===== src/rtl/core/rmph_pkg.sv =====
// ----------------------------------------------------------------------------
// rmph_pkg
// Types, constants and helpers shared by the recursive mutex block.
// ----------------------------------------------------------------------------
package rmph_pkg;

  // Sizing of the lock state.
  localparam int MaxWaiters     = 16;
  localparam int MaxNesting     = 255;
  localparam int PriorityLevels = 32;

  localparam int TidW   = 8;
  localparam int PriW   = 5;
  localparam int DepthW = 8;
  localparam int IdxW   = (MaxWaiters > 1) ? $clog2(MaxWaiters) : 1;
  localparam int CntW   = $clog2(MaxWaiters + 1);

  // Configuration port.
  localparam int AddrW = 3;
  localparam int DataW = 32;

  typedef enum logic [0:0] {
    RegRecursiveMode = 1'b0
  } reg_idx_e;

  typedef enum logic [0:0] {
    OpAcquire = 1'b0,
    OpRelease = 1'b1
  } op_e;

  typedef enum logic [1:0] {
    StatOk        = 2'd0,
    StatOverflow  = 2'd1,
    StatNotHolder = 2'd2,
    StatFull      = 2'd3
  } status_e;

  typedef enum logic [2:0] {
    StIdle,
    StExec,
    StScan,
    StShift,
    StDrain
  } state_e;

  // One request beat.
  typedef struct packed {
    op_e             operation;
    logic [TidW-1:0] thread_id;
    logic [PriW-1:0] req_prio;
  } rmph_in_t;

  // One result beat.
  typedef struct packed {
    status_e         status;
    logic            granted;
    logic            waiting;
    logic            handoff_valid;
    logic [TidW-1:0] new_holder;
  } rmph_out_t;

  // One waiter table entry.
  typedef struct packed {
    logic [TidW-1:0] id;
    logic [PriW-1:0] pri;
  } waiter_t;

  // Access request towards the waiter table.
  typedef struct packed {
    logic            re;
    logic [IdxW-1:0] raddr;
    logic            we;
    logic [IdxW-1:0] waddr;
    waiter_t         wdata;
  } ram_req_t;

  // Clamp a priority to the highest supported level.
  function automatic logic [PriW-1:0] sat_pri(input logic [PriW-1:0] p);
    logic [PriW-1:0] r;
    r = p;
    if (int'(p) > PriorityLevels - 1) begin
      r = PriW'(PriorityLevels - 1);
    end
    return r;
  endfunction

endpackage


===== src/rtl/core/recursive_mutex_priority_handoff.sv =====
// ----------------------------------------------------------------------------
// recursive_mutex_priority_handoff
// Hardware recursive mutex with a priority-ordered waiter table.
// ----------------------------------------------------------------------------
// The block takes one request beat at a time and returns exactly one result
// beat for it. An acquire, or a release that only lowers the nesting depth or
// frees the lock, is accepted in the idle state and finished in the execute state.
// A release that hands the lock on reads the waiter table once per waiting
// thread to find the highest priority, then moves every younger entry down by
// one slot; the table has a single read port, so this goes one entry at a time.
// A finished result sits in the output register; while it is stalled the next
// request is still taken and worked on, and only its own result waits. The
// mode register may be written only while no request is in progress.
// ----------------------------------------------------------------------------
module recursive_mutex_priority_handoff (
  input  logic                       clk_i,
  input  logic                       rst_ni,
  input  logic                       in_valid_i,
  output logic                       in_stall_o,
  input  rmph_pkg::rmph_in_t         in_data_i,
  output logic                       out_valid_o,
  input  logic                       out_stall_i,
  output rmph_pkg::rmph_out_t        out_data_o,
  input  logic                       psel,
  input  logic                       penable,
  input  logic                       pwrite,
  input  logic [rmph_pkg::AddrW-1:0] paddr,
  input  logic [rmph_pkg::DataW-1:0] pwdata,
  output logic [rmph_pkg::DataW-1:0] prdata,
  output logic                       pready
);

  logic               recursive_mode;
  rmph_pkg::ram_req_t ram_req;
  rmph_pkg::waiter_t  ram_rdata;

  // Configuration registers.
  rmph_cfg_regs u_cfg (
    .clk_i            (clk_i),
    .rst_ni           (rst_ni),
    .psel             (psel),
    .penable          (penable),
    .pwrite           (pwrite),
    .paddr            (paddr),
    .pwdata           (pwdata),
    .prdata           (prdata),
    .pready           (pready),
    .recursive_mode_o (recursive_mode)
  );

  // Waiter table.
  rmph_waiter_ram u_ram (
    .clk_i   (clk_i),
    .req_i   (ram_req),
    .rdata_o (ram_rdata)
  );

  // Lock sequencer.
  rmph_ctrl u_ctrl (
    .clk_i            (clk_i),
    .rst_ni           (rst_ni),
    .recursive_mode_i (recursive_mode),
    .in_valid_i       (in_valid_i),
    .in_stall_o       (in_stall_o),
    .in_data_i        (in_data_i),
    .out_valid_o      (out_valid_o),
    .out_stall_i      (out_stall_i),
    .out_data_o       (out_data_o),
    .ram_req_o        (ram_req),
    .ram_rdata_i      (ram_rdata)
  );

endmodule


===== src/rtl/core/rmph_waiter_ram.sv =====
// ----------------------------------------------------------------------------
// rmph_waiter_ram
// Single-read, single-write waiter table with a registered read port.
// ----------------------------------------------------------------------------
module rmph_waiter_ram (
  input  logic               clk_i,
  input  rmph_pkg::ram_req_t req_i,
  output rmph_pkg::waiter_t  rdata_o
);

  rmph_pkg::waiter_t mem [rmph_pkg::MaxWaiters];
  rmph_pkg::waiter_t rdata_q;

  // Write port.
  always_ff @(posedge clk_i) begin
    if (req_i.we) begin
      mem[req_i.waddr] <= req_i.wdata;
    end
  end

  // Read port, data valid in the cycle after the request.
  always_ff @(posedge clk_i) begin
    if (req_i.re) begin
      rdata_q <= mem[req_i.raddr];
    end
  end

  assign rdata_o = rdata_q;

endmodule


===== src/rtl/core/rmph_cfg_regs.sv =====
// ----------------------------------------------------------------------------
// rmph_cfg_regs
// APB-style register slave holding the lock mode setting.
// ----------------------------------------------------------------------------
module rmph_cfg_regs (
  input  logic                       clk_i,
  input  logic                       rst_ni,
  input  logic                       psel,
  input  logic                       penable,
  input  logic                       pwrite,
  input  logic [rmph_pkg::AddrW-1:0] paddr,
  input  logic [rmph_pkg::DataW-1:0] pwdata,
  output logic [rmph_pkg::DataW-1:0] prdata,
  output logic                       pready,
  output logic                       recursive_mode_o
);

  logic                 mode_q, mode_d;
  rmph_pkg::reg_idx_e   reg_idx;
  logic                 in_range;
  logic                 wr_en;

  // Register decode: word index sits above the byte offset.
  assign reg_idx  = rmph_pkg::reg_idx_e'(paddr[2]);
  assign in_range = (reg_idx == rmph_pkg::RegRecursiveMode);
  assign wr_en    = psel && penable && pwrite && in_range;
  assign pready   = 1'b1;

  always_comb begin
    mode_d = mode_q;
    if (wr_en) begin
      mode_d = pwdata[0];
    end
  end

  always_ff @(posedge clk_i or negedge rst_ni) begin
    if (!rst_ni) begin
      mode_q <= 1'b0;
    end else begin
      mode_q <= mode_d;
    end
  end

  // Read mux.
  always_comb begin
    prdata = '0;
    case (reg_idx)
      rmph_pkg::RegRecursiveMode: prdata = {{(rmph_pkg::DataW-1){1'b0}}, mode_q};
      default:                    prdata = '0;
    endcase
  end

  assign recursive_mode_o = mode_q;

endmodule


===== src/rtl/core/rmph_ctrl.sv =====
// ----------------------------------------------------------------------------
// rmph_ctrl
// Lock sequencer: holder state, request decode, waiter scan and compaction.
// ----------------------------------------------------------------------------
module rmph_ctrl (
  input  logic                clk_i,
  input  logic                rst_ni,
  input  logic                recursive_mode_i,
  input  logic                in_valid_i,
  output logic                in_stall_o,
  input  rmph_pkg::rmph_in_t  in_data_i,
  output logic                out_valid_o,
  input  logic                out_stall_i,
  output rmph_pkg::rmph_out_t out_data_o,
  output rmph_pkg::ram_req_t  ram_req_o,
  input  rmph_pkg::waiter_t   ram_rdata_i
);

  localparam int IdxW   = rmph_pkg::IdxW;
  localparam int CntW   = rmph_pkg::CntW;
  localparam int TidW   = rmph_pkg::TidW;
  localparam int PriW   = rmph_pkg::PriW;
  localparam int DepthW = rmph_pkg::DepthW;

  rmph_pkg::state_e    state_q, state_d;
  rmph_pkg::rmph_in_t  item_q, item_d;
  logic                holder_valid_q, holder_valid_d;
  logic [TidW-1:0]     holder_q, holder_d;
  logic [DepthW-1:0]   depth_q, depth_d;
  logic [CntW-1:0]     count_q, count_d;
  logic [IdxW-1:0]     rd_idx_q, rd_idx_d;
  logic [IdxW-1:0]     best_idx_q, best_idx_d;
  logic [PriW-1:0]     best_pri_q, best_pri_d;
  logic [TidW-1:0]     best_id_q, best_id_d;
  rmph_pkg::rmph_out_t res_q, res_d;
  rmph_pkg::rmph_out_t out_q, out_d;
  logic                out_valid_q, out_valid_d;

  logic                is_holder;
  logic [DepthW-1:0]   limit;
  logic                out_free;
  logic                exec_scan;
  logic                take_cur;
  logic                last_rd;
  logic [CntW-1:0]     after_best;
  logic                need_shift;
  logic                fin;
  rmph_pkg::rmph_out_t fin_res;

  // Shared decode of the current step.
  always_comb begin
    is_holder  = holder_valid_q && (holder_q == item_q.thread_id);
    limit      = recursive_mode_i ? DepthW'(rmph_pkg::MaxNesting) : DepthW'(1);
    out_free   = !out_valid_q || !out_stall_i;
    exec_scan  = (item_q.operation == rmph_pkg::OpRelease) && is_holder &&
                 (depth_q == DepthW'(1)) && (count_q != '0);
    take_cur   = (rd_idx_q == '0) || (ram_rdata_i.pri > best_pri_q);
    best_idx_d = take_cur ? rd_idx_q : best_idx_q;
    best_pri_d = take_cur ? ram_rdata_i.pri : best_pri_q;
    best_id_d  = take_cur ? ram_rdata_i.id : best_id_q;
    last_rd    = (CntW'(rd_idx_q) + CntW'(1)) >= count_q;
    after_best = CntW'(best_idx_d) + CntW'(1);
    need_shift = after_best < count_q;
    fin        = 1'b0;
    case (state_q)
      rmph_pkg::StExec:  fin = !exec_scan;
      rmph_pkg::StScan:  fin = last_rd && !need_shift;
      rmph_pkg::StShift: fin = last_rd;
      default:           fin = 1'b0;
    endcase
  end

  // Next state.
  always_comb begin
    state_d = state_q;
    case (state_q)
      rmph_pkg::StIdle: begin
        if (in_valid_i) begin
          state_d = rmph_pkg::StExec;
        end
      end
      rmph_pkg::StExec: begin
        if (exec_scan) begin
          state_d = rmph_pkg::StScan;
        end
      end
      rmph_pkg::StScan: begin
        if (last_rd && need_shift) begin
          state_d = rmph_pkg::StShift;
        end
      end
      rmph_pkg::StShift: state_d = rmph_pkg::StShift;
      rmph_pkg::StDrain: begin
        if (out_free) begin
          state_d = rmph_pkg::StIdle;
        end
      end
      default: state_d = rmph_pkg::StIdle;
    endcase
    if (fin) begin
      state_d = out_free ? rmph_pkg::StIdle : rmph_pkg::StDrain;
    end
  end

  // Datapath, table accesses and result formation.
  always_comb begin
    item_d         = item_q;
    holder_valid_d = holder_valid_q;
    holder_d       = holder_q;
    depth_d        = depth_q;
    count_d        = count_q;
    rd_idx_d       = rd_idx_q;
    res_d          = res_q;
    out_d          = out_q;
    out_valid_d    = out_valid_q && out_stall_i;
    ram_req_o      = '0;
    fin_res        = '0;
    fin_res.status = rmph_pkg::StatOk;

    case (state_q)
      rmph_pkg::StIdle: begin
        if (in_valid_i) begin
          item_d = in_data_i;
        end
      end

      rmph_pkg::StExec: begin
        if (item_q.operation == rmph_pkg::OpAcquire) begin
          if (is_holder) begin
            fin_res.granted = 1'b1;
            if (depth_q < limit) begin
              depth_d = depth_q + DepthW'(1);
            end else begin
              depth_d        = limit;
              fin_res.status = rmph_pkg::StatOverflow;
            end
          end else if (!holder_valid_q) begin
            holder_valid_d  = 1'b1;
            holder_d        = item_q.thread_id;
            depth_d         = DepthW'(1);
            fin_res.granted = 1'b1;
          end else if (count_q < CntW'(rmph_pkg::MaxWaiters)) begin
            ram_req_o.we        = 1'b1;
            ram_req_o.waddr     = count_q[IdxW-1:0];
            ram_req_o.wdata.id  = item_q.thread_id;
            ram_req_o.wdata.pri = rmph_pkg::sat_pri(item_q.req_prio);
            count_d             = count_q + CntW'(1);
            fin_res.waiting     = 1'b1;
          end else begin
            fin_res.status = rmph_pkg::StatFull;
          end
        end else begin
          if (!is_holder) begin
            fin_res.status = rmph_pkg::StatNotHolder;
          end else if (depth_q > DepthW'(1)) begin
            depth_d = depth_q - DepthW'(1);
          end else if (count_q != '0) begin
            // Start the priority scan at the oldest waiter.
            ram_req_o.re    = 1'b1;
            ram_req_o.raddr = '0;
            rd_idx_d        = '0;
          end else begin
            holder_valid_d = 1'b0;
            holder_d       = '0;
            depth_d        = '0;
          end
        end
      end

      rmph_pkg::StScan: begin
        if (!last_rd) begin
          ram_req_o.re    = 1'b1;
          ram_req_o.raddr = rd_idx_q + IdxW'(1);
          rd_idx_d        = rd_idx_q + IdxW'(1);
        end else if (need_shift) begin
          // Close the gap left by the chosen waiter.
          ram_req_o.re    = 1'b1;
          ram_req_o.raddr = after_best[IdxW-1:0];
          rd_idx_d        = after_best[IdxW-1:0];
        end else begin
          count_d               = count_q - CntW'(1);
          holder_d              = best_id_d;
          depth_d               = DepthW'(1);
          fin_res.handoff_valid = 1'b1;
          fin_res.new_holder    = best_id_d;
        end
      end

      rmph_pkg::StShift: begin
        // Read and write addresses always differ, so no forwarding is needed.
        ram_req_o.we    = 1'b1;
        ram_req_o.waddr = rd_idx_q - IdxW'(1);
        ram_req_o.wdata = ram_rdata_i;
        if (!last_rd) begin
          ram_req_o.re    = 1'b1;
          ram_req_o.raddr = rd_idx_q + IdxW'(1);
          rd_idx_d        = rd_idx_q + IdxW'(1);
        end else begin
          count_d               = count_q - CntW'(1);
          holder_d              = best_id_q;
          depth_d               = DepthW'(1);
          fin_res.handoff_valid = 1'b1;
          fin_res.new_holder    = best_id_q;
        end
      end

      rmph_pkg::StDrain: begin
        if (out_free) begin
          out_d       = res_q;
          out_valid_d = 1'b1;
        end
      end

      default: ;
    endcase

    // Completed item goes to the output register, or parks until it frees.
    if (fin) begin
      if (out_free) begin
        out_d       = fin_res;
        out_valid_d = 1'b1;
      end else begin
        res_d = fin_res;
      end
    end
  end

  // Control state.
  always_ff @(posedge clk_i or negedge rst_ni) begin
    if (!rst_ni) begin
      state_q        <= rmph_pkg::StIdle;
      holder_valid_q <= 1'b0;
      holder_q       <= '0;
      depth_q        <= '0;
      count_q        <= '0;
      out_valid_q    <= 1'b0;
    end else begin
      state_q        <= state_d;
      holder_valid_q <= holder_valid_d;
      holder_q       <= holder_d;
      depth_q        <= depth_d;
      count_q        <= count_d;
      out_valid_q    <= out_valid_d;
    end
  end

  // Payload registers.
  always_ff @(posedge clk_i) begin
    item_q <= item_d;
    rd_idx_q <= rd_idx_d;
    res_q  <= res_d;
    out_q  <= out_d;
    if (state_q == rmph_pkg::StScan) begin
      best_idx_q <= best_idx_d;
      best_pri_q <= best_pri_d;
      best_id_q  <= best_id_d;
    end
  end

  assign in_stall_o  = (state_q != rmph_pkg::StIdle);
  assign out_valid_o = out_valid_q;
  assign out_data_o  = out_q;

endmodule


===== config.mk =====
export PLATFORM = sky130hd
export DESIGN_NAME = recursive_mutex_priority_handoff
export DESIGN_NICKNAME = d
export VERILOG_FILES = /design/src/rtl/core/rmph_pkg.sv /design/src/rtl/core/recursive_mutex_priority_handoff.sv /design/src/rtl/core/rmph_waiter_ram.sv /design/src/rtl/core/rmph_cfg_regs.sv /design/src/rtl/core/rmph_ctrl.sv
export SDC_FILE = /design/constraint.sdc
export NUM_CORES = 1
export LEC_CHECK = 0
export BUFFER_PORTS_ARGS = -buffer_cell sky130_fd_sc_hd__buf_2
export CAP_MARGIN = 20
export CORE_ASPECT_RATIO = 2
export CORE_UTILIZATION = 30
export CTS_CLUSTER_DIAMETER = 120
export DETAILED_ROUTE_END_ITERATION = 8
export SLEW_MARGIN = 30
export SYNTH_ARGS = -nofsm -noshare
export SYNTH_HDL_FRONTEND = slang
export SYNTH_HIERARCHICAL = 1
export SYNTH_SLANG_ARGS = --single-unit

===== constraint.sdc =====
create_clock -name clk_i -period 6.7 [get_ports clk_i]
set_input_delay 1.34 -clock clk_i [delete_from_list [all_inputs] [get_ports clk_i]]
set_output_delay 1.34 -clock clk_i [all_outputs]
set_load 0.01 [all_outputs]

==> results of run 1 <==
==> power groups by stage <==
stage	clock, W	combinational, W	sequential, W
after floorplan	0	0.00299	0.00287
after global placement	0	0.00403	0.00297
after CTS	0.00145	0.00412	0.00294
after global routing	0.00150	0.00444	0.00298
after detailed placement	0	0.00410	0.00298
final	0.00142	0.00408	0.00294
==> worst min-delay path: stages, from the launching register on <==
cell and delay (ns):
dfxtp_1 0.31, inv_1 0.05, a22oi_1 0.06
==> final cells by class <==
class | instances | area (sq um) | area share
Tap cell | 621 | 777.0 | 0.04930
Timing Repair Buffer | 60 | 384.1 | 0.02437
Sequential cell | 309 | 9014 | 0.5719
Multi-Input combinational cell | 517 | 4661 | 0.2957
Clock inverter | 17 | 115.1 | 0.007304
Clock buffer | 29 | 640.6 | 0.04065
Inverter | 45 | 168.9 | 0.01072
==> placed cells by master, fill, tap and decap left out, drive strengths merged, types with 4 or more instances in the layout <==
master	count
and3	4
conb	32
a21oi	20
xor2	6
nor2b	6
clkinv	13
nand2	49
nand3	13
dfrtp	27
xnor2	19
edfxtp	269
mux4	52
a211oi	7
buf	60
ha	33
o21ai	41
nor3b	4
mux2i	15
a22oi	37
inv	47
nor3	18
clkbuf	29
nand4	4
mux2	32
nand2b	5
nor4	4
nor2	39
a21o	7
a22o	14
dfxtp	13
o22ai	5
==> worst paths after layout <==
check,start,end,slack (ns),cells past startpoint
max in group asynchronous,rst_ni,u_ctrl/holder_q[5]$_DFFE_PN0P_,5.36,1
max reg2reg,u_ram/rdata_o[4]$_DFFE_PP_,u_ram/rdata_o[1]$_DFFE_PP_,0.58,20
min in group asynchronous,rst_ni,u_ctrl/depth_q[4]$_DFFE_PN0P_,0.84,1
max,u_ram/rdata_o[4]$_DFFE_PP_,u_ram/rdata_o[1]$_DFFE_PP_,0.58,20
min,u_ctrl/out_data_o[9]$_DFF_P_,u_ctrl/out_data_o[9]$_DFF_P_,0.47,2
min reg2reg,u_ctrl/out_data_o[9]$_DFF_P_,u_ctrl/out_data_o[9]$_DFF_P_,0.47,2
==> state kept, by name, summed over array words and instances (netlist names), 3 cells and up <==
name and cells:
u_ctrl/holder_q 8, u_ctrl/item_q 14, u_ctrl/state_q 3, u_ctrl/rd_idx_q 4
u_ctrl/best_pri_q 5, u_ctrl/res_q 13, u_ram/mem 208, u_ctrl/best_idx_q 4
u_ctrl/count_q 5, u_ctrl/best_id_q 8, u_ram/rdata_o 13, u_ctrl/depth_q 8
u_ctrl/out_data_o 13
==> layer usage <==
metal | part of all wire | wire length (microns)
met1 | 0.34 | 10910
met2 | 0.59 | 19280
met3 | 0.033 | 1078
met4 | 0.038 | 1220
met5 | 0.00092 | 30
==> synthesized netlist by cell type (21+ instances only) <==
| cell | count | area, sq um |
|---|---|---|
| nor2_1 | 39 | 146.4 |
| mux4_2 | 28 | 630.6 |
| ha_1 | 33 | 412.9 |
| o21ai_0 | 39 | 195.2 |
| mux2_2 | 31 | 349.1 |
| buf_4 | 36 | 270.3 |
| a22oi_1 | 37 | 277.8 |
| dfrtp_1 | 27 | 675.7 |
| clkbuf_1 | 21 | 78.83 |
| nand2_1 | 49 | 183.9 |
| edfxtp_1 | 269 | 8078 |
| inv_1 | 43 | 161.4 |
| mux4_1 | 24 | 630.6 |
==> cells by family after synthesis <==
logic type                 synth area share
DFF                                  0.6410
and+or+nand+nor                     0.05775
AOI/OAI and AO/OA                   0.08551
buffers and inverters               0.04289
muxes                                0.1260
adders and majority gates           0.03079
xor gates and xnor gates            0.01557
other                             0.0005341
==> through the flow <==
step	instance area, sq um	setup WS (ns)	power, W	utilization
3_5_place_dp	15000	0.6554	0.007082	0.3264
5_1_grt	15760	0.3512	0.008917	0.3428
3_3_place_gp	14970	0.7197	0.006998	0.3257
6_report	15760	0.5812	0.008436	0.3428
4_1_cts	15760	0.6042	0.008512	0.3428
2_1_floorplan	14170	1.755	0.005865	-
==> summary.md, run 1 <==
| Metric | Value |
|---|---|
| Run status | finished clean |
| Clock network fraction of total power | 0.168 |
| CP most frequent cell | ha_1 |
| Sw Share | 0.3936 |
| First-pass GRT wire length | between 40000 and 50000 microns |
| Tot GR Track Use | 0.1367 |
| Post-CTS sizing | 0 |
| CP max-delay cell | nor3b_1 |
| Max H-tree Level | 1 |
| Slowest Stage Delay on Critical Path | ~0.68 ns |
| GRT overflow | 0 |
| Register area share after synthesis | 0.6410 |
| Setup-failing EPs final | 0 |
| Cts hold-fix bufs | 0 |
| Die H | around 310 microns |
| CP Buf/Inv Count | 2 |
| Vias | about 7800 |
| Final hold violation count | 0 |
| Power per Cell Area | ~540 mW/mm^2 |
| Total Nets Final | roughly 1000 |
| Peak VDD IR | about 0.3 mV |
| Fmax | 0.1634 GHz |
| Post-Syn Area | around 0.014 sq mm |
| Syn Area/Cell | about 15 sq um |
| DIE WIDTH | between 150 and 200 microns |
| Worst-path fanout max | 52 |
| Final std cells w/o fill | about 1600 |
| Max clock buf depth | 3 |
| CP Launch Type | flip-flop |
| Core area | 0.04597 sq mm |
| CP Data Arrival Time | about 6.4 ns |
| Area delta synth->final | 12.07% |
| Post-CTS setup buffer count | 0 |
| Slew @ Worst Pin | around 1 ns |
| Ys flop type | edfxtp_1 |
| Grt met2 use | 0.2893 |
| Inserted Clock Buffers | 25 |
| Clock Tree Root | clkbuf_16 |
| Worst Skew | approximately 0.015 ns |
| Worst-Skew Late Latency | roughly 0.56 ns |
| Worst setup path class | flip-flop to flip-flop |
| DR iter-0 viols | 425 |
| Worst Setup End Kind | flip-flop |
| Clock net sink count | between 300 and 400 |
| # placed instances | around 1600 |
| DR pass1 iterations | 4 |
| Maxcap violations | 0 |
| GP Congestion | approximately 0.85 |
| Distinct cells, synth | 75 |
| Combinational Power Share | 0.484 |
| GRT busiest layer | met2 |
| Post-route antenna net violation count | 0 |
| Sw Pwr | around 0.0033 W |
| Vias in the first global route | around 8200 |
| Required @ worst endpoint | around 7 ns |
| Final period utilization | 0.9133 |
| Hold Path Class | flip-flop to flip-flop |
| Final WL | approximately 33000 microns |
| Initial antenna violation count | 2 |
| Flops & latches, synth | between 300 and 400 |
| Final worst path period need | roughly 6 ns |
| Via density | around 5 |
| Critical Path, Cell by Cell | ha_1 -> a21oi_1 -> o221ai_2 -> a211oi_1 -> or3_1 -> ha_1 -> xor2_1 -> inv_1 -> ha_1 -> a211oi_1 -> nor2_1 -> nor3b_1 -> o31ai_4 -> a21oi_1 -> nand3_1 -> a21oi_4 -> buf_12 -> mux4_1 -> a22oi_1 -> nand2_1 |
| Layout cells sized above 1 | 0.1934 |
| PortBufs | 38 |
| CP delay by family, top | compound AO/OA/AOI/OAI gates |
| Largest net degree at the start of global routing | 53 |
| Die area | between 0.04 and 0.05 sq mm |
| Final setup TNS | 0 ns |
| Met3 Resource Use GR | 0.01321 |
| Sequential power share | 0.348 |
| Synth Instances | about 910 |
| Rel. slew slack | 0.3292 |
| Post-synth EDFFs | approximately 270 |
| DRC violations left | 0 |
| Hold_ws | 0.4720 ns |
| Initial core utilization | 0.3059 |
| Antenna Cells | 0 |
| Yosys warnings | 6 |
| Hpwl dp | 23030 microns |
| Detail-routed net length per standard cell | just over 20 microns |
| Row cnt | 111 |
| Filler cells | between 4000 and 5000 |
| CTS clock-pin slew for the worst setup and hold paths | 0.07 ns |
| Leakage power total | about 5.5 nW |
| Cell internal pwr | between 0.005 and 0.006 W |
| Max-slew violation total from the final report | 0 |
| Met1 Track Usage GR | 0.1262 |
| IO Pins | 104 |
| TritonCTS clock tree | built |
| Async set-reset flop share out of synthesis | 0.08738 |
| RSZ-0062 raised after global routing | no |
No activity file was read; power rests on OpenSTA's default activity.
==> run 2: changes to the inputs <==
--- a/config.mk
+++ b/config.mk
@@ -5,6 +5,7 @@
 export SDC_FILE = /design/constraint.sdc
 export NUM_CORES = 1
 export LEC_CHECK = 0
+export ABC_AREA = 1
 export BUFFER_PORTS_ARGS = -buffer_cell sky130_fd_sc_hd__buf_2
 export CAP_MARGIN = 20
 export CORE_ASPECT_RATIO = 2
==> run 2 against run 1 <==
Against the previous run: fmax increased by 11%; synthesized area increased by 8.7%; non-clock buffer count increased by 1; routed wire length increased by 12%; critical path type unchanged; count of clock-buffer cells in the layout increased by 3.
==> summary.md, run 2 <==
| Metric | Value |
|---|---|
| Reg-to-Reg Start | u_ram/rdata_o[4]$_DFFE_PP_ (unchanged) |
| Vias in the first global route | 10853 (was 8245) |
| Most common cell after layout, fill and taps aside | nand2_1 (was edfxtp_1) |
| Slew @ Worst Pin | 0.9774 ns (was 1.000 ns) |
| Area delta synth->final | 10.89% (was 12.07%) |
| DP Area | 0.01603 sq mm (was 0.01500 sq mm) |
| Largest net degree at the start of global routing | 92 (was 53) |
| Post-CTS setup buffer count | 0 (unchanged) |
| Final WL | 36390 microns (was 32520 microns) |
| Maxcap violations | 0 (unchanged) |
| Slack of the worst reg-to-reg path | 1.18 ns (was 0.58 ns) |
| Setup-failing EPs final | 0 (unchanged) |
| Max H-tree Level | 1 (unchanged) |
| Worst R2R End | u_ram/rdata_o[7]$_DFFE_PP_ (was u_ram/rdata_o[1]$_DFFE_PP_) |
| Antenna Cells | 0 (unchanged) |
| Final hold violation count | 0 (unchanged) |
| Layout cells sized above 1 | 0.1119 (was 0.1934) |
| Hold_ws | 0.4569 ns (was 0.4720 ns) |
| Clock Tree Root | clkbuf_16 (unchanged) |
| Inserted Clock Buffers | 28 (was 25) |
| Slowest Stage Delay on Critical Path | 0.44 ns (was 0.68 ns) |
| Top flop regs | u_ram/mem (208), u_ctrl/item_q (14) (unchanged) |
| Count leader, synth | nand2_1 (was edfxtp_1) |
| GP Congestion | 0.9064 (was 0.8492) |
| Max FFs per register | 208 (unchanged) |
| Final period utilization | 0.8233 (was 0.9133) |
| Synth Instances | 1575 (was 909) |
| DR pass1 iterations | 5 (was 4) |
| DIE WIDTH | 161.6 microns (was 155.1 microns) |
| Syn Area/Cell | 9.706 sq um (was 15.47 sq um) |
| IO Pins | 104 (unchanged) |
| CP Data Arrival Time | 5.84 ns (was 6.41 ns) |
| Dominant cells by area after synthesis | edfxtp_1 (53%), nand2_1 (11%), nand3_1 (6.1%) (was edfxtp_1 (57%), dfrtp_1 (4.8%), mux4_1 (4.5%)) |
| Setup ws final | 1.184 ns (was 0.5812 ns) |
| Die H | 321.2 microns (was 308.2 microns) |
| CTS clock-pin slew for the worst setup and hold paths | 0.07 ns (about the same) |
| Worst-Skew Late Latency | 0.56 ns (about the same) |
| Flops & latches, synth | 309 (unchanged) |
| Power per Cell Area | 535.5 mW/mm^2 (was 535.3 mW/mm^2) |
| Total Nets Final | 1694 (was 1048) |
| Via density | 4.673 (was 4.884) |
| Final setup TNS | 0 ns (unchanged) |
| Ys flop type | edfxtp_1 (unchanged) |
| Rel. slew slack | 0.3477 (was 0.3292) |
| Sw Pwr | 0.004156 W (was 0.003320 W) |
| Yosys warnings | 6 (unchanged) |
| Cell internal pwr | 0.004922 W (was 0.005116 W) |
| Vias | 10632 (was 7804) |
| Run status | finished clean (unchanged) |
| Tot GR Track Use | 0.1441 (was 0.1367) |
| DRC violations left | 0 (unchanged) |
| Post-Layout Inst Area | 0.01695 sq mm (was 0.01576 sq mm) |
| Fmax | 0.1813 GHz (was 0.1634 GHz) |
| Most frequent cells in the layout | nand2_1 (446), edfxtp_1 (269), inv_1 (228) (was edfxtp_1 (269), nand2_1 (49), inv_1 (43)) |
| RSZ-0062 raised after global routing | no (unchanged) |
| Sequential power share | 0.313 (was 0.348) |
| Post-route antenna net violation count | 0 (unchanged) |
| Most flop-heavy register | u_ram/mem (unchanged) |
| Peak VDD IR | 0.5446 mV (was 0.3005 mV) |
| Max-slew violation total from the final report | 0 (unchanged) |
| Clock network fraction of total power | 0.177 (was 0.168) |
| Post-synth top area share | 0.5284 (was 0.5744) |
| Async set-reset flop share out of synthesis | 0.08738 (unchanged) |
| Detail-routed net length per standard cell | 15.99 microns (was 20.35 microns) |
| Pre-CTS setup slack | 1.233 ns (was 0.6554 ns) |
| Hpwl dp | 25680 microns (was 23030 microns) |
| Cell taking the most area after synthesis | edfxtp_1 (unchanged) |
| Worst-path fanout max | 64 (was 52) |
| Distinct cells, synth | 55 (was 75) |
| Combinational Power Share | 0.509 (was 0.484) |
| CP max-delay cell | nand2_2 (was nor3b_1) |
| Register area share after synthesis | 0.5896 (was 0.6410) |
| Cts hold-fix bufs | 0 (unchanged) |
| CP Launch Type | flip-flop (unchanged) |
| Sw Share | 0.4578 (was 0.3936) |
| Worst setup path class | flip-flop to flip-flop (unchanged) |
| Final worst path period need | 5.516 ns (was 6.119 ns) |
| R2r worst-path depth | 32 (was 20) |
| Post-Syn Area | 0.01529 sq mm (was 0.01406 sq mm) |
| Die area | 0.05192 sq mm (was 0.04780 sq mm) |
| Post-CTS sizing | 0 (unchanged) |
| Max clock buf depth | 3 (unchanged) |
| TritonCTS clock tree | built (unchanged) |
| Worst Skew | 0.01460 ns (was 0.01478 ns) |
| DR iter-0 viols | 892 (was 425) |
| Commonest cells post-synth | nand2_1 (446), edfxtp_1 (269), inv_1 (228), nand3_1 (186), nor2_1 (58) (was edfxtp_1 (269), nand2_1 (49), inv_1 (43), nor2_1 (39), o21ai_0 (39)) |
| Hold Path Class | flip-flop to flip-flop (unchanged) |
| Hold Path End | u_ctrl/best_pri_q[0]$_DFFE_PP_ (was u_ctrl/out_data_o[9]$_DFF_P_) |
| Worst hold stages | 0 (was 2) |
| Worst Setup End Kind | flip-flop (unchanged) |
| Initial core utilization | 0.3044 (was 0.3059) |
| Initial antenna violation count | 1 (was 2) |
| Leakage power total | 7.235 nW (was 5.550 nW) |
| Core area | 0.05022 sq mm (was 0.04597 sq mm) |
| Required @ worst endpoint | 7.02 ns (was 7.00 ns) |
| PortBufs | 38 (unchanged) |
| GRT overflow | 0 (unchanged) |
| Hold_sp | u_ram/rdata_o[0]$_DFFE_PP_ (was u_ctrl/out_data_o[9]$_DFF_P_) |
| Post-synth EDFFs | 269 (unchanged) |
| Core Util, Final | 0.3376 (was 0.3428) |
| Row cnt | 116 (was 111) |
| First-pass GRT wire length | 57850 microns (was 48760 microns) |
| CP most frequent cell | nand2_1 (was ha_1) |
| Clock net sink count | 309 (unchanged) |
## run 2: cell types whose count changed in the layout (fill, tap and decap cells not counted), sizes merged, moves of 18 or more
cell   delta
o21ai    +18
inv     +193
nor2     +26
nand2   +411
nand3   +178
a22oi    -37
mux2     -24
mux4     -52
## run 2: cells by family (layout without fill, tap and decap cells)
logic type | Yosys count | in the layout | share of synthesized area
muxes | 13 | 13 | 0.009167
xor gates and xnor gates | 17 | 17 | 0.009740
other | 2 | 32 | 0.0004913
AOI/OAI and AO/OA | 122 | 122 | 0.04985
adders and majority gates | 34 | 34 | 0.02832
DFF | 309 | 309 | 0.5896
buffers and inverters | 332 | 353 | 0.09952
and+or+nand+nor | 746 | 746 | 0.2133
## run 2: routing by layer
metal / GRT usage / part of all wire / vias to the layer above
met5: 0 / 0 / -
met4: 0.08092 / 0.046 / 0
met3: 0.01586 / 0.036 / 98
met2: 0.2879 / 0.57 / 276
met1: 0.1394 / 0.35 / 5077
li1: - / - / 5181
## run 2: critical path, delay by kind of cell (launching register included)
family / cells / cell delay (ns)
AND/OR/NAND/NOR: 18 / 1.97
buffers and inverters: 7 / 1.25
adder cells (fa/ha/maj): 3 / 0.87
AO/OA/AOI/OAI: 4 / 0.70
flip-flops: 1 / 0.42
## run 2: through the flow
stage	power, W	cells
4_1_cts	0.009134	2275
3_3_place_gp	0.007396	2223
6_report	0.009078	2275
5_1_grt	0.009801	2275
2_1_floorplan	0.006350	1605
3_5_place_dp	0.007506	2223
## run 2: power by group through the flow
| stage | combinational (W) | clock, W | sequential, W |
|---|---|---|---|
| final | 0.00462 | 0.00161 | 0.00285 |
| after detailed placement | 0.00462 | 0 | 0.00289 |
| after CTS | 0.00464 | 0.00165 | 0.00285 |
| after floorplan | 0.00353 | 0 | 0.00282 |
| after global placement | 0.00452 | 0 | 0.00287 |
| after global routing | 0.00520 | 0.00172 | 0.00288 |
## run 2: worst max-delay path by stage
stage | slack (ns) | to | startpoint | cells past startpoint
finish | 1.18 | u_ram/rdata_o[7]$_DFFE_PP_ | u_ram/rdata_o[4]$_DFFE_PP_ | 32
global route | 0.67 | u_ram/rdata_o[11]$_DFFE_PP_ | u_ram/rdata_o[4]$_DFFE_PP_ | 31
CTS | 1.22 | u_ram/rdata_o[7]$_DFFE_PP_ | u_ram/rdata_o[4]$_DFFE_PP_ | 32
detailed placement | 1.23 | u_ram/rdata_o[7]$_DFFE_PP_ | u_ram/rdata_o[4]$_DFFE_PP_ | 32
global placement | 1.35 | u_ram/rdata_o[11]$_DFFE_PP_ | u_ram/rdata_o[4]$_DFFE_PP_ | 31
floorplan | 2.69 | u_ram/rdata_o[10]$_DFFE_PP_ | u_ram/rdata_o[4]$_DFFE_PP_ | 31
## run 2: layout make-up
cell class / instances / area [sq um]
Multi-Input combinational cell: 964 / 4926
Timing Repair Buffer: 61 / 375.4
Sequential cell: 309 / 9014
Tap cell: 649 / 812.0
Inverter: 240 / 907.1
Clock inverter: 20 / 202.7
Fill cell: 5101 / 33270
Clock buffer: 32 / 715.7
==> run 3: changes to the inputs <==
--- a/config.mk
+++ b/config.mk
@@ -5,7 +5,7 @@
 export SDC_FILE = /design/constraint.sdc
 export NUM_CORES = 1
 export LEC_CHECK = 0
-export ABC_AREA = 1
+export ABC_AREA = 0
 export BUFFER_PORTS_ARGS = -buffer_cell sky130_fd_sc_hd__buf_2
 export CAP_MARGIN = 20
 export CORE_ASPECT_RATIO = 2
==> constraint.sdc (replaced) <==
create_clock -name clk_i -period 5.5 [get_ports clk_i]
set_input_delay 1.1 -clock clk_i [delete_from_list [all_inputs] [get_ports clk_i]]
set_output_delay 1.1 -clock clk_i [all_outputs]
set_load 0.01 [all_outputs]
==> run 3 against run 2 <==
Against the previous run: non-clock buffer count increased by 12; largest cell class unchanged; register-to-register slack worse by 0.92 ns; routed wire length is 10% lower; critical endpoint is now u_ram/rdata_o[5]$_DFFE_PP_; setup slack worse by 0.92 ns; count of clock-buffer cells in the layout stayed put; clock power increased by 12%; largest power group unchanged; fmax up 5.4%; utilization increased by 0.87 points; worst hold slack gained 0.0040 ns; critical path type unchanged.
==> summary.md, run 3 (same netlist as run 1, synthesis figures left out) <==
| Metric | Value |
|---|---|
| Peak VDD IR | 0.4044 mV (was 0.5446 mV) |
| Post-CTS sizing | 0 (unchanged) |
| DR pass1 iterations | 5 (unchanged) |
| Power per Cell Area | 663.7 mW/mm^2 (was 535.5 mW/mm^2) |
| Clock Tree Root | clkbuf_16 (unchanged) |
| Clock network fraction of total power | 0.171 (was 0.177) |
| Sequential power share | 0.336 (was 0.313) |
| Cell internal pwr | 0.006444 W (was 0.004922 W) |
| Area of the multi-input gates | 0.004663 sq mm (was 0.004926 sq mm) |
| Most common cell after layout, fill and taps aside | edfxtp_1 (was nand2_1) |
| Most frequent cells in the layout | edfxtp_1 (269), nand2_1 (49), inv_1 (43) (was nand2_1 (446), edfxtp_1 (269), inv_1 (228)) |
| Worst hold stages | 0 (unchanged) |
| Final setup TNS | 0 ns (unchanged) |
| Max clock buf depth | 3 (unchanged) |
| Final worst path period need | 5.233 ns (was 5.516 ns) |
| Worst Skew | 0.01229 ns (was 0.01460 ns) |
| Area delta synth->final | 13.19% (was 10.89%) |
| Sequential cell area | 0.009014 sq mm (unchanged) |
| R2r worst-path depth | 21 (was 32) |
| Core area | 0.04597 sq mm (was 0.05022 sq mm) |
| Initial core utilization | 0.3059 (was 0.3044) |
| Antenna Cells | 0 (unchanged) |
| CP Data Arrival Time | 5.52 ns (was 5.84 ns) |
| Largest net degree at the start of global routing | 41 (was 92) |
| Layout cells sized above 1 | 0.2119 (was 0.1119) |
| Row cnt | 111 (was 116) |
| IO Pins | 104 (unchanged) |
| Via density | 4.972 (was 4.673) |
| Rel. slew slack | 0.3003 (was 0.3477) |
| Cts hold-fix bufs | 0 (unchanged) |
| Die area | 0.04780 sq mm (was 0.05192 sq mm) |
| Most flop-heavy register | u_ram/mem (unchanged) |
| Filler cells | 4346 (was 5101) |
| First-pass GRT wire length | 49690 microns (was 57850 microns) |
| Vias in the first global route | 8251 (was 10853) |
| DRC violations left | 0 (unchanged) |
| Top flop regs | u_ram/mem (208), u_ctrl/item_q (14) (unchanged) |
| Inserted Clock Buffers | 26 (was 28) |
| PortBufs | 38 (unchanged) |
| Run status | finished clean (unchanged) |
| Hpwl dp | 24080 microns (was 25680 microns) |
| DR iter-0 viols | 421 (was 892) |
| Final WL | 32640 microns (was 36390 microns) |
| CTS clock-pin slew for the worst setup and hold paths | 0.07 ns (about the same) |
| Final hold violation count | 0 (unchanged) |
| Total Nets Final | 1062 (was 1694) |
| Fmax | 0.1911 GHz (was 0.1813 GHz) |
| Detail-routed net length per standard cell | 20.25 microns (was 15.99 microns) |
| Post-CTS setup buffer count | 0 (unchanged) |
| Core Util, Final | 0.3462 (was 0.3376) |
| Sw Share | 0.3900 (was 0.4578) |
| Sw Pwr | 0.004120 W (was 0.004156 W) |
| Slowest Stage Delay on Critical Path | 0.45 ns (was 0.44 ns) |
| TritonCTS clock tree | built (unchanged) |
| Combinational Power Share | 0.494 (was 0.509) |
| CP Launch Type | flip-flop (unchanged) |
| CP max-delay cell | edfxtp_1 (was nand2_2) |
| Max-slew violation total from the final report | 0 (unchanged) |
| GRT overflow | 0 (unchanged) |
| Worst setup path class | flip-flop to flip-flop (unchanged) |
| Critical Path, Cell by Cell | ha_1 -> a21oi_1 -> o221ai_2 -> a21oi_2 -> mux2i_1 -> inv_1 -> ha_1 -> xor2_1 -> inv_1 -> ha_1 -> a211oi_1 -> nor2_1 -> nor3b_2 -> o31ai_4 -> a21oi_1 -> nand3_1 -> a21oi_4 -> buf_12 -> mux4_2 -> a22oi_1 -> nand2_1 |
| Worst-path fanout max | 40 (was 64) |
| Max H-tree Level | 1 (unchanged) |
| Tot Pwr | 0.01056 W (was 0.009078 W) |
| Required @ worst endpoint | 5.79 ns (was 7.02 ns) |
| Tot GR Track Use | 0.1393 (was 0.1441) |
| Hold_ws | 0.4609 ns (was 0.4569 ns) |
| Worst Setup End Kind | flip-flop (unchanged) |
| Leakage power total | 5.644 nW (was 7.235 nW) |
| Worst-Skew Late Latency | 0.55 ns (was 0.56 ns) |
| Vias | 8015 (was 10632) |
| Die H | 308.2 microns (was 321.2 microns) |
| CP most frequent cell | ha_1 (was nand2_1) |
| Post-route antenna net violation count | 0 (unchanged) |
| Initial antenna violation count | 2 (was 1) |
| Maxcap violations | 0 (unchanged) |
| GP Congestion | 0.8753 (was 0.9064) |
| Setup-failing EPs final | 0 (unchanged) |
| Max FFs per register | 208 (unchanged) |
| Final period utilization | 0.9515 (was 0.8233) |
| DIE WIDTH | 155.1 microns (was 161.6 microns) |
| Hold Path Class | flip-flop to flip-flop (unchanged) |
| Slew @ Worst Pin | 1.048 ns (was 0.9774 ns) |
| Clock net sink count | 309 (unchanged) |
-- run 3: cell count changes in the layout (fill, tap and decap cells not counted), sizes merged, moves of 12 or more --
cell,change
a22oi,+37
buf,+12
inv,-193
mux2,+24
mux4,+52
nand2,-411
nand3,-178
nand4,-16
nor2,-26
nor3,+14
o21ai,-18
xnor2,+16
-- run 3: power groups by stage --
stage / clock (W) / combinational (W) / sequential, W
2_1_floorplan: 0 / 0.00365 / 0.00350
3_3_place_gp: 0 / 0.00508 / 0.00358
3_5_place_dp: 0 / 0.00520 / 0.00360
4_1_cts: 0.00186 / 0.00522 / 0.00355
5_1_grt: 0.00192 / 0.00564 / 0.00359
6_report: 0.00180 / 0.00521 / 0.00354
-- run 3: through the flow --
step                      instance area, sq um  worst slack, ns  instances
after floorplan                          14170           0.5548        939
after detailed placement                 15080           0.2004       1565
after global placement                   15070           0.2508       1565
after global routing                     15920         -0.01835       1612
after CTS                                15890           0.1692       1612
final                                    15920           0.2669       1612
-- run 3: layout make-up --
class | count | area share
Sequential cell | 309 | 0.5663
Timing Repair Buffer | 73 | 0.03003
Tap cell | 621 | 0.04882
Clock buffer | 32 | 0.04363
Clock inverter | 15 | 0.007625
Multi-Input combinational cell | 517 | 0.2930
Inverter | 45 | 0.01061
-- run 3: final timing paths --
kind | slack, ns | startpoint | endpoint
setup / recovery | 0.27 | u_ram/rdata_o[2]$_DFFE_PP_ | u_ram/rdata_o[5]$_DFFE_PP_
hold / removal | 0.46 | u_ram/rdata_o[0]$_DFFE_PP_ | u_ctrl/best_pri_q[0]$_DFFE_PP_
setup reg to reg | 0.27 | u_ram/rdata_o[2]$_DFFE_PP_ | u_ram/rdata_o[5]$_DFFE_PP_
hold reg to reg | 0.46 | u_ram/rdata_o[0]$_DFFE_PP_ | u_ctrl/best_pri_q[0]$_DFFE_PP_
max in group asynchronous | 4.40 | rst_ni | u_ctrl/holder_q[2]$_DFFE_PN0P_
min in group asynchronous | 0.60 | rst_ni | u_ctrl/count_q[1]$_DFFE_PN0P_
-- run 3: worst max-delay path, delay by kind of cell (launching register included) --
family | cells | cell delay, ns
compound gates | 8 | 1.72
xor+xnor | 1 | 0.25
fa+ha+maj | 3 | 0.89
buf+inv | 3 | 0.43
flops | 1 | 0.45
mux | 2 | 0.63
simple gates | 4 | 0.57
-- run 3: per-layer routing --
| layer | vias up | track usage | part of all wire |
|---|---|---|---|
| met1 | 4075 | 0.1297 | 0.33 |
| met4 | 2 | 0.08082 | 0.055 |
| met3 | 89 | 0.01279 | 0.030 |
| li1 | 3623 | - | - |
| met2 | 226 | 0.2850 | 0.59 |
| met5 | - | 0 | 0.00052 |
